===== config.mk =====
export PLATFORM = sky130hd
export DESIGN_NAME = sequence_window_bitmap
export DESIGN_NICKNAME = d
export VERILOG_FILES = /design/src/hw/rtl/swb_pkg.sv /design/src/hw/rtl/swb_ram.sv /design/src/hw/rtl/swb_dp.sv /design/src/hw/rtl/swb_ctrl.sv /design/src/hw/rtl/sequence_window_bitmap.sv
export SDC_FILE = /design/constraint.sdc
export NUM_CORES = 2
export LEC_CHECK = 0
export BUFFER_PORTS_ARGS = -buffer_cell sky130_fd_sc_hd__buf_4
export CAP_MARGIN = 20
export CORE_MARGIN = 2
export CORE_UTILIZATION = 54
export CTS_CLUSTER_SIZE = 25
export DETAILED_ROUTE_END_ITERATION = 8
export PLACE_DENSITY = 0.7
export SETUP_SLACK_MARGIN = 0.4
export SYNTH_ARGS = -nofsm -noshare
export SYNTH_HDL_FRONTEND = slang
export SYNTH_SLANG_ARGS = --single-unit

===== constraint.sdc =====
create_clock -name clock -period 10.5 [get_ports clock]
set_input_delay 1.05 -clock clock [delete_from_list [all_inputs] [get_ports clock]]
set_output_delay 1.05 -clock clock [all_outputs]
set_load 0.005 [all_outputs]

===== src/hw/rtl/swb_pkg.sv =====
package swb_pkg;

   typedef enum logic {
      OP_INSERT = 1'b0,
      OP_QUERY  = 1'b1
   } op_type;

   typedef enum logic [1:0] {
      ST_INSERTED = 2'd0,
      ST_PRESENT  = 2'd1,
      ST_BELOW    = 2'd2,
      ST_ABSENT   = 2'd3
   } status_type;

   typedef struct packed {
      op_type      req_type;
      logic [31:0] seq;
   } req_payload_type;

   typedef struct packed {
      status_type  status;
      logic [31:0] earliest;
      logic [31:0] latest;
   } rsp_payload_type;

   typedef enum logic [2:0] {
      S_CLEAR,
      S_IDLE,
      S_EVAL,
      S_SLOT,
      S_READ,
      S_FINISH
   } state_type;

   // Commands from the controller to the datapath.
   typedef struct packed {
      logic clr_step;
      logic load;
      logic eval;
      logic slot_near;
      logic rd;
      logic commit;
   } cmd_type;

   // Status from the datapath to the controller.
   typedef struct packed {
      logic clr_last;
      logic needs_slot;
   } sts_type;

endpackage


===== src/hw/rtl/swb_ram.sv =====
module swb_ram #(
   parameter int WIDTH = 33,
   parameter int DEPTH = 64
) (
   input  logic                     clock,
   input  logic                     wr_en,
   input  logic [$clog2(DEPTH)-1:0] wr_addr,
   input  logic [WIDTH-1:0]         wr_data,
   input  logic                     rd_en,
   input  logic [$clog2(DEPTH)-1:0] rd_addr,
   output logic [WIDTH-1:0]         rd_data
);

   logic [WIDTH-1:0] mem [DEPTH];
   logic [WIDTH-1:0] rd_data_ff;
   logic [WIDTH-1:0] rd_data_in;

   always_comb begin
      rd_data_in = rd_en ? mem[rd_addr] : rd_data_ff;
   end

   always_ff @(posedge clock) begin
      if (wr_en) begin
         mem[wr_addr] <= wr_data;
      end
      rd_data_ff <= rd_data_in;
   end

   assign rd_data = rd_data_ff;

endmodule


===== src/hw/rtl/swb_dp.sv =====
module swb_dp
   import swb_pkg::*;
#(
   parameter int WINDOW    = 64,
   parameter int SEQ_WIDTH = 32
) (
   input  logic            clock,
   input  logic            reset,
   input  cmd_type         cmd,
   output sts_type         sts,
   input  req_payload_type req_payload,
   output rsp_payload_type rsp_payload
);

   localparam int IDX_W = $clog2(WINDOW);
   localparam int CMP_W = ((SEQ_WIDTH > IDX_W) ? SEQ_WIDTH : IDX_W) + 1;
   localparam int TAG_W = SEQ_WIDTH + 1;
   localparam logic [CMP_W-1:0] WIN_C     = CMP_W'(WINDOW);
   localparam logic [CMP_W-1:0] WIN_M1_C  = CMP_W'(WINDOW - 1);
   localparam logic [IDX_W:0]   WIN_R     = (IDX_W + 1)'(WINDOW);
   localparam logic [IDX_W-1:0] LAST_SLOT = IDX_W'(WINDOW - 1);

   // Item registers
   op_type               op_ff, op_in;
   logic [SEQ_WIDTH-1:0] s_ff, s_in;
   logic                 below_ff, below_in;
   logic                 above_ff, above_in;
   logic                 far_ff, far_in;
   logic                 adv_ff, adv_in;
   logic [IDX_W-1:0]     dist_ff, dist_in;
   logic [SEQ_WIDTH-1:0] cand_ff, cand_in;
   logic [IDX_W-1:0]     slot_ff, slot_in;

   // Window state
   logic [SEQ_WIDTH-1:0] ws_ff, ws_in;
   logic [SEQ_WIDTH-1:0] hs_ff, hs_in;
   logic [IDX_W-1:0]     hslot_ff, hslot_in;
   logic [IDX_W-1:0]     clr_ff, clr_in;

   rsp_payload_type      rsp_ff, rsp_in;

   logic [SEQ_WIDTH+31:0] seq_wide;
   logic [SEQ_WIDTH+31:0] ws_wide;
   logic [SEQ_WIDTH+31:0] hs_wide;
   logic [CMP_W-1:0]      s_c, ws_c, hs_c, up_c, dn_c, cand_c;
   logic [IDX_W:0]        up_sum, up_wrap, dn_diff, dn_wrap;
   logic [IDX_W-1:0]      slot_near;
   logic                  in_win, hit, do_write;
   status_type            status_c;

   logic                  wr_en;
   logic [IDX_W-1:0]      wr_addr;
   logic [TAG_W-1:0]      wr_data;
   logic [TAG_W-1:0]      rd_data;

   // The tag store keeps the number that last marked each slot. A slot
   // counts as marked for a number only when the tag matches it, so slots
   // of numbers that left the window never need an explicit clear.
   swb_ram #(
      .WIDTH (TAG_W),
      .DEPTH (WINDOW)
   ) u_tags (
      .clock   (clock),
      .wr_en   (wr_en),
      .wr_addr (wr_addr),
      .wr_data (wr_data),
      .rd_en   (cmd.rd),
      .rd_addr (slot_ff),
      .rd_data (rd_data)
   );

   assign seq_wide = {{SEQ_WIDTH{1'b0}}, req_payload.seq};

   always_comb begin
      s_c    = CMP_W'(s_ff);
      ws_c   = CMP_W'(ws_ff);
      hs_c   = CMP_W'(hs_ff);
      up_c   = s_c - hs_c;
      dn_c   = hs_c - s_c;
      cand_c = s_c - WIN_M1_C;
   end

   // Slot of a number within WINDOW of the highest one, from the slot of
   // the highest number. After a jump of WINDOW or more the window holds
   // only the new number, so it simply takes over the slot of the old
   // highest number; every other tag then belongs to a number below the
   // window and can never match.
   always_comb begin
      up_sum  = {1'b0, hslot_ff} + {1'b0, dist_ff};
      up_wrap = (up_sum >= WIN_R) ? (up_sum - WIN_R) : up_sum;
      dn_diff = {1'b0, hslot_ff} - {1'b0, dist_ff};
      dn_wrap = {1'b0, hslot_ff} + WIN_R - {1'b0, dist_ff};
      if (far_ff) begin
         slot_near = hslot_ff;
      end else if (above_ff) begin
         slot_near = up_wrap[IDX_W-1:0];
      end else if (hslot_ff >= dist_ff) begin
         slot_near = dn_diff[IDX_W-1:0];
      end else begin
         slot_near = dn_wrap[IDX_W-1:0];
      end
   end

   always_comb begin
      in_win   = !below_ff && !above_ff;
      hit      = rd_data[SEQ_WIDTH] && (rd_data[SEQ_WIDTH-1:0] == s_ff);
      do_write = cmd.commit && (op_ff == OP_INSERT) && !below_ff && !(in_win && hit);
      if (op_ff == OP_QUERY) begin
         status_c = (in_win && hit) ? ST_PRESENT : ST_ABSENT;
      end else if (below_ff) begin
         status_c = ST_BELOW;
      end else if (in_win && hit) begin
         status_c = ST_PRESENT;
      end else begin
         status_c = ST_INSERTED;
      end
   end

   always_comb begin
      op_in    = op_ff;
      s_in     = s_ff;
      below_in = below_ff;
      above_in = above_ff;
      far_in   = far_ff;
      adv_in   = adv_ff;
      dist_in  = dist_ff;
      cand_in  = cand_ff;
      slot_in  = slot_ff;
      ws_in    = ws_ff;
      hs_in    = hs_ff;
      hslot_in = hslot_ff;
      clr_in   = clr_ff;
      rsp_in   = rsp_ff;

      if (cmd.clr_step) begin
         clr_in = clr_ff + IDX_W'(1);
      end
      if (cmd.load) begin
         op_in = req_payload.req_type;
         s_in  = seq_wide[SEQ_WIDTH-1:0];
      end
      if (cmd.eval) begin
         below_in = s_c < ws_c;
         above_in = s_c > hs_c;
         far_in   = (s_c > hs_c) && (up_c >= WIN_C);
         dist_in  = (s_c > hs_c) ? up_c[IDX_W-1:0] : dn_c[IDX_W-1:0];
         adv_in   = (s_c >= WIN_M1_C) && (cand_c > ws_c);
         cand_in  = cand_c[SEQ_WIDTH-1:0];
      end
      if (cmd.slot_near) begin
         slot_in = slot_near;
      end
      if (do_write && above_ff) begin
         hs_in    = s_ff;
         hslot_in = slot_ff;
         if (adv_ff) begin
            ws_in = cand_ff;
         end
      end
      ws_wide = {32'd0, ws_in};
      hs_wide = {32'd0, hs_in};
      if (cmd.commit) begin
         rsp_in.status   = status_c;
         rsp_in.earliest = ws_wide[31:0];
         rsp_in.latest   = hs_wide[31:0];
      end
   end

   always_comb begin
      wr_en = cmd.clr_step || do_write;
      if (cmd.clr_step) begin
         wr_addr = clr_ff;
         wr_data = '0;
      end else begin
         wr_addr = slot_ff;
         wr_data = {1'b1, s_ff};
      end
   end

   always_ff @(posedge clock) begin
      if (reset) begin
         ws_ff    <= '0;
         hs_ff    <= '0;
         hslot_ff <= '0;
         clr_ff   <= '0;
      end else begin
         ws_ff    <= ws_in;
         hs_ff    <= hs_in;
         hslot_ff <= hslot_in;
         clr_ff   <= clr_in;
      end
   end

   always_ff @(posedge clock) begin
      op_ff    <= op_in;
      s_ff     <= s_in;
      below_ff <= below_in;
      above_ff <= above_in;
      far_ff   <= far_in;
      adv_ff   <= adv_in;
      dist_ff  <= dist_in;
      cand_ff  <= cand_in;
      slot_ff  <= slot_in;
      rsp_ff   <= rsp_in;
   end

   always_comb begin
      sts.clr_last   = clr_ff == LAST_SLOT;
      sts.needs_slot = !below_ff && (!above_ff || (op_ff == OP_INSERT));
   end

   assign rsp_payload = rsp_ff;

   a_window_order: assert property (@(posedge clock) disable iff (reset)
      ws_ff <= hs_ff)
      else $error("window start is above the highest number");

   a_window_span: assert property (@(posedge clock) disable iff (reset)
      (hs_c - ws_c) < WIN_C)
      else $error("window span reached WINDOW");

   a_slot_range: assert property (@(posedge clock) disable iff (reset)
      cmd.rd |-> ({1'b0, slot_ff} < WIN_R))
      else $error("tag store read beyond the last slot");

endmodule


===== src/hw/rtl/swb_ctrl.sv =====
module swb_ctrl
   import swb_pkg::*;
(
   input  logic    clock,
   input  logic    reset,
   input  logic    req_valid,
   output logic    req_ready,
   output logic    rsp_valid,
   input  logic    rsp_ready,
   output cmd_type cmd,
   input  sts_type sts
);

   state_type state_ff, state_in;
   logic      rsp_valid_ff, rsp_valid_in;
   logic      out_free;

   assign out_free = !rsp_valid_ff || rsp_ready;

   always_comb begin
      state_in = state_ff;
      case (state_ff)
         S_CLEAR: begin
            if (sts.clr_last) begin
               state_in = S_IDLE;
            end
         end
         S_IDLE: begin
            if (req_valid) begin
               state_in = S_EVAL;
            end
         end
         S_EVAL: begin
            state_in = S_SLOT;
         end
         S_SLOT: begin
            if (!sts.needs_slot) begin
               state_in = S_FINISH;
            end else begin
               state_in = S_READ;
            end
         end
         S_READ: begin
            state_in = S_FINISH;
         end
         S_FINISH: begin
            if (out_free) begin
               state_in = S_IDLE;
            end
         end
         default: begin
            state_in = S_CLEAR;
         end
      endcase
   end

   always_comb begin
      cmd       = '0;
      req_ready = 1'b0;
      case (state_ff)
         S_CLEAR: begin
            cmd.clr_step = 1'b1;
         end
         S_IDLE: begin
            req_ready = 1'b1;
            cmd.load  = req_valid;
         end
         S_EVAL: begin
            cmd.eval = 1'b1;
         end
         S_SLOT: begin
            cmd.slot_near = sts.needs_slot;
         end
         S_READ: begin
            cmd.rd = 1'b1;
         end
         S_FINISH: begin
            cmd.commit = out_free;
         end
         default: begin
            cmd = '0;
         end
      endcase
   end

   always_comb begin
      if (cmd.commit) begin
         rsp_valid_in = 1'b1;
      end else if (rsp_ready) begin
         rsp_valid_in = 1'b0;
      end else begin
         rsp_valid_in = rsp_valid_ff;
      end
   end

   always_ff @(posedge clock) begin
      if (reset) begin
         state_ff     <= S_CLEAR;
         rsp_valid_ff <= 1'b0;
      end else begin
         state_ff     <= state_in;
         rsp_valid_ff <= rsp_valid_in;
      end
   end

   assign rsp_valid = rsp_valid_ff;

   a_accept_to_eval: assert property (@(posedge clock) disable iff (reset)
      (req_valid && req_ready) |=> (state_ff == S_EVAL))
      else $error("accepted item did not move on to evaluation");

   a_ready_in_idle: assert property (@(posedge clock) disable iff (reset)
      req_ready |-> (state_ff == S_IDLE))
      else $error("input ready outside the idle state");

   a_rsp_held: assert property (@(posedge clock) disable iff (reset)
      (rsp_valid_ff && !rsp_ready) |=> rsp_valid_ff)
      else $error("result dropped before it was taken");

endmodule


===== src/hw/rtl/sequence_window_bitmap.sv =====
// Sequence: an accepted item passes the evaluate, slot, tag store read
// and finish states before its result is valid; an insert below the
// window or a query outside it skips the read state. The finish state
// waits while an earlier result is held by the result side. A new item
// is accepted only in the idle state, once the last one is finished.
// Reset: synchronous; a clearing pass over each slot empties the tag store.
module sequence_window_bitmap
   import swb_pkg::*;
#(
   parameter int WINDOW    = 64,
   parameter int SEQ_WIDTH = 32
) (
   input  logic            clock,
   input  logic            reset,
   input  logic            req_valid,
   output logic            req_ready,
   input  req_payload_type req_payload,
   output logic            rsp_valid,
   input  logic            rsp_ready,
   output rsp_payload_type rsp_payload
);

   cmd_type cmd;
   sts_type sts;

   swb_ctrl u_ctrl (
      .clock     (clock),
      .reset     (reset),
      .req_valid (req_valid),
      .req_ready (req_ready),
      .rsp_valid (rsp_valid),
      .rsp_ready (rsp_ready),
      .cmd       (cmd),
      .sts       (sts)
   );

   swb_dp #(
      .WINDOW    (WINDOW),
      .SEQ_WIDTH (SEQ_WIDTH)
   ) u_dp (
      .clock       (clock),
      .reset       (reset),
      .cmd         (cmd),
      .sts         (sts),
      .req_payload (req_payload),
      .rsp_payload (rsp_payload)
   );

endmodule

# --- Yosys cells after proc, flatten, opt, wreduce, memory -nomap -nowiden ---
# Memory sizes are Yosys's and may differ from the RTL's. A register that Yosys moved wholly into a read port is not among the register bits.
# Index checks and enable logic that the tools add are counted.
word_totals:
  register_bits: 227
  latch_bits: 0
  mem_bits_rw: 2112
  input_bits: 37
  romBits: 0
  word_cells: 96
  mem_count: 1
classes:
  multipliers: 0
  n_shift: 0
  n_addsub: 9
  n_eq_ne: 10
  n_lt_le_gt_ge: 7
  div: 0
  mux: 30
  n_reduce_logical: 20
  bitwise_logic: 1
memory_table:
  columns: ["name", "words", "width", "rd", "rd_ports_with_merged_regs", "write_ports", "line_no", "text"]
  rows:
  - ["u_dp.u_tags.mem", 64, 33, 1, 1, 1, "swb_ram.sv:14", "logic [WIDTH-1:0] mem [DEPTH];"]
ops:
  columns: ["op", "count"]
  rows:
  - ["32-bit two-way mux", 3]
  - ["6-bit two-way mux", 6]
  - ["33-bit by 7-bit greater-or-equal comparator with 1-bit output, second input constant", 1]
  - ["33-bit by 32-bit greater-than comparator with 1-bit output", 1]
  - ["33-bit two-way mux", 1]
  - ["32-bit by 32-bit subtractor with 33-bit output", 1]
  - ["32-bit by 6-bit subtractor with 33-bit output, second input constant", 1]
  - ["32-bit equality test", 1]
  - ["32-bit by 6-bit greater-or-equal comparator with 1-bit output, second input constant", 1]
  - ["32-bit greater-than comparator", 1]
  - ["32-bit < comparator", 1]
  - ["3-bit one-hot mux with 6 select lines", 1]
  - ["6-bit subtractor", 3]
  - ["1-bit two-way mux", 13]
  - ["6-bit by 1-bit adder with 6-bit output, second input constant", 2]
  - ["1-bit logical AND", 10]
  - ["3-bit two-way mux", 3]
  - ["6-bit by 6-bit adder with 7-bit output", 1]
  - ["7-bit greater-or-equal comparator, second input constant", 1]
  - ["3-bit by 2-bit equality test with 1-bit output, second input constant", 2]
  - ["3-bit equality test, second input constant", 2]
  - ["6-bit equality test, second input constant", 1]
  - ["6-bit greater-or-equal comparator", 1]
  - ["2-bit two-way mux", 3]
  - ["10 further kinds", 16]

# --- Longest topological paths before layout ---
depth:
  word_depth: 9
  depth_mapped: 17

# --- By module ---
# A second synthesis with hierarchy kept.
unflattened:
  cells_unflattened: 4864
  area_unflattened_um2: 94874.7
by_module_without_submodules:
  columns: ["module", "seq_area_each_um2", "cells_per_inst", "area_per_inst_um2", "n_inst"]
  rows:
  - ["swb_ram", 64411.8, 3598, 81523.2, 1]
  - ["swb_dp", 5935.7, 1236, 13086.3, 1]
  - ["swb_ctrl", 80.1, 30, 265.3, 1]

# --- Worst setup path before layout ---
# OpenSTA, ideal clock, no wires.
synth_path:
  path_kind: "input -> register"
  from: "in rsp_ready"
  to: "mem u_dp.u_tags.mem[0][0] (enable)"
  required_ps: 10077
  slack_ps: 3749
  cell_stages: 9
  t_arrival_ps: 6327
  path_cell_list: "nand2b_1 -> nand2_1 -> nor2_1 -> nand2_1 -> nor2_1 -> nor2_1 -> nor2_1 -> nand2_1 -> nor2_1"
synth_lines:
  columns: ["element", "line_no", "text"]
  rows:
  - ["start: declaration", "sequence_window_bitmap.sv:19", "input logic rsp_ready,"]
  - ["end: declaration", "swb_ram.sv:14", null]

==> reports/metrics.yaml <==
clocking:
  cts_resized: 0
  clk_path_buf_depth: 3
  numClockSinks: 2372
  h-tree-depth: 4
  path_clk_slew_ps: 60
  root_buffer: "clkbuf_16"
  ctsHoldBuffers: 0
  cts_tree: "built"
  post_cts.repair.setup_buffers: 0
  clkLatencyLatePin_ps: 870
  cts_buffers: 224
sta:
  max_freq_ghz: 0.198
  worst_pin_slew_ps: 1140
  finClkSkew_ps: 32.6
  tns_ps: 0
  whs_ps: 373
  max-slew-margin-rel_pct: 23.9
  finalCriticalPeriod_ps: 5060
  fin_ws_ps: 5440
  maxSlewViolCount: 0
  setup_viol: 0
  rsz0062_at_grt: "false"
  hold_violations: 0
  fin_crit_sh_pct: 48.2
cells_and_area:
  fillers: 11800
  syn2layout_area_growth_pct: 13.4
  fin_util_pct: 61.5
  design_area_sq_um: 107000
  nets: 4749
  drive_gt1_share_pct: 29.7
  multi_input_area_sq_um: 23100
  regArea_sq_um: 70400
  stdcell_count: 7119
power:
  cellPowerDensity_nw_per_um2: 177
  p_leak_nw: 35.2
  max-vdd-ir-drop_mv: 0.189
  finalPower_mw: 18.9
yosys:
  synth-edff-count: 2292
  ys_top_cells_by_area: "edfxtp_1 (73%), mux4_2 (16%), dfxtp_1 (1.7%)"
  syn-cell-area_sq_um: 94100
  synth_top_area_share_pct: 73.2
  syn_avg_cell_area_sq_um: 21.6
  synth_top_cell_by_area: "edfxtp_1"
  yosys.cell_types.count: 68
  ys_ff_latch: 2372
  ys_async_sr_fraction_pct: 0
  synth_ff_type: "edfxtp_1"
  synth_compound_area_share_pct: 1.42
  synth-simple-area-share_pct: 2.56
  seq_area_frac_synth_pct: 74.9
  synth_xor_xnor_area_share_pct: 0.819
  synth_top_family_by_area: "multiplexers"
  muxShareOfSynthArea_pct: 17.5
  synth_fa_ha_area_share_pct: 1.59
  syn-instance-count: 4357
  synth_nets: 4511
  yosys_warnings: 0
placed_design:
  hpwl_mm: 148
  io_buffers: 104
  place_ws_ps: 4930
  gp_congestion: 0.911
  place_area_sq_um: 98400
  dp_cells: 6668
detailed_routing:
  dr.pass1.iters: 8
  antenna_left: 0
  wire_per_inst_um: 34.1
  route.vias.total: 46400
  drt_iter0_markers: 7001
  drc_errors: 0
  routed_wl_mm: 243
  via_per_inst: 6.51
critical_path:
  setup.worst_path.start: "u_dp.slot_ff[1]$_DFFE_PP_"
  critPathSlowestCell: "buf_4"
  worstPathCellList: "buf_4 -> buf_4 -> buf_4 -> mux4_2 -> mux4_2 -> mux2i_1 -> o21ai_0"
  rrSetupSlack_ps: 5440
  criticalPathCategory: "register to register"
  endpoint_kind: "register"
  reg2reg_to: "u_dp.u_tags.rd_data[10]$_DFFE_PP_"
  cp_max_fo: 52
  r2r_cells: 7
  r2r-start: "u_dp.slot_ff[1]$_DFFE_PP_"
  arrival_ps: 5620
  worstSetupStartpointType: "register"
  path_common_cell: "buf_4"
  critPathMaxStageDelay_ps: 760
  crit_path_end: "u_dp.u_tags.rd_data[10]$_DFFE_PP_"
  cp_data_required_time_ps: 11060
global_routing:
  antenna_found_initial: 11
  gr-max-usage-layer: "met1"
  grt_pass1_vias: 44500
  use_met2_pct: 40.7
  grt_use_met3_pct: 5.32
  grt_max_degree: 119
  gr-usage-all-layers_pct: 27.4
  grt_pass1_wl_mm: 341
  gr-total-overflow: 0
  grt_use_met1_pct: 41.0
floorplan:
  core_sq_um: 173000
  initial_core_util_pct: 54.2
  dieHeight_um: 421
  fp.dieW_um: 421
  row_count: 153
  die_area_sq_um: 178000
  ioPinCount: 105
status:
  status: "finished, final reports clean"
worst_hold_path:
  hold_class: "input pin to register"
  hold_start: "req_payload[19]"
flow_run:
  maxCapViolCount: 0
-- cell usage after synthesis, types with 3 or more instances --
cell type and count:
nor3_1 22, and2_1 28, nand3_1 18, nand4_1 24, a21oi_1 64, or4_1 3
buf_1 48, nand3b_1 7, nor2b_1 79, fa_1 4, a31oi_1 7, mux2_2 80
or3_1 4, o21ai_0 60, o21bai_1 5, buf_2 17, nand2b_1 15, a41oi_1 3
a211oi_1 4, inv_1 95, nor4_1 18, xnor2_1 23, edfxtp_1 2292, a21o_1 22
nand2_1 109, o21ba_2 3, ha_1 113, mux4_2 675, and3_1 5, nor2_1 130
o21a_1 11, xor2_1 65, o211ai_1 5, o31ai_1 7, clkbuf_1 135, mux2i_1 37
dfxtp_1 80
-- cells by family (layout without fill, tap and decap cells) --
family          Yosys count  after routing
compound gates          213            213
xor+xnor                 88             88
fa+ha+maj               117            117
buf+inv                 298            730
flops                  2372           2372
mux                     792            792
other cells               0              5
simple gates            477            477
-- how the worst min path moves through the flow --
stage,end,slack [ps],cells past startpoint
final,u_dp.s_ff[19]$_DFFE_PP_,370,1
after detailed placement,u_dp.hslot_ff[5]$_SDFFE_PP0P_,510,2
after CTS,u_dp.s_ff[13]$_DFFE_PP_,310,1
after global placement,u_dp.hslot_ff[5]$_SDFFE_PP0P_,500,2
after global routing,u_dp.s_ff[13]$_DFFE_PP_,330,1
after floorplan,u_dp.hslot_ff[5]$_SDFFE_PP0P_,480,2
-- critical path, delay by kind of cell, from the launching register on --
kind | cells | cell delay, ps
AOI/OAI and AO/OA | 1 | 180
buffers and inverters | 3 | 2090
DFF | 1 | 580
muxes | 3 | 1850
-- flip-flops by register name, indices dropped and copies added, names as in the netlist --
register / flops
u_dp.u_tags.mem: 2112
u_dp.rsp_payload: 66
u_dp.u_tags.rd_data: 33
u_dp.cand_ff: 32
u_dp.hs_ff: 32
u_dp.s_ff: 32
u_dp.ws_ff: 32
u_dp.clr_ff: 6
u_dp.dist_ff: 6
u_dp.hslot_ff: 6
u_dp.slot_ff: 6
u_ctrl.state_ff: 3
u_ctrl.rsp_valid: 1
u_dp.above_ff: 1
u_dp.adv_ff: 1
u_dp.below_ff: 1
u_dp.far_ff: 1
u_dp.op_ff: 1
-- power by group --
group / internal [mW] / total, mW / switching (mW)
logic: 0.0403 / 0.142 / 0.102
clock network: 5.02 / 8.50 / 3.48
registers: 10.3 / 10.3 / 0.0128
total: 15.3 / 18.9 / 3.59
-- metal layers --
layer	part of all wire, %	up-vias
met1	39	24500
met2	46	2904
met4	3.9	2
li1	-	18600
met3	11	382
met5	0.0054	-
-- area by class of cell --
type	instances	area share, %
inverters	95	0.334
repair buffers	215	2.02
clock buffers	283	5.62
clock inverters	137	1.65
well taps	2325	2.73
multi-input cells	1687	21.6
flip-flops and latches	2372	66.0
diodes	5	0.0117
-- cell usage in the layout (no fill, tap or decap), types with 64 or more instances in the layout --
cell type | synthesis | layout
nand2_1 | 109 | 107
buf_4 | 0 | 174
mux2_2 | 80 | 80
nor2_4 | 0 | 69
a21oi_1 | 64 | 64
ha_1 | 113 | 113
inv_1 | 95 | 94
xor2_1 | 65 | 65
dfxtp_1 | 80 | 80
mux4_2 | 675 | 675
nor2b_1 | 79 | 79
clkbuf_16 | 0 | 229
edfxtp_1 | 2292 | 2292
Note: power is estimated with default switching activity, not from simulation.
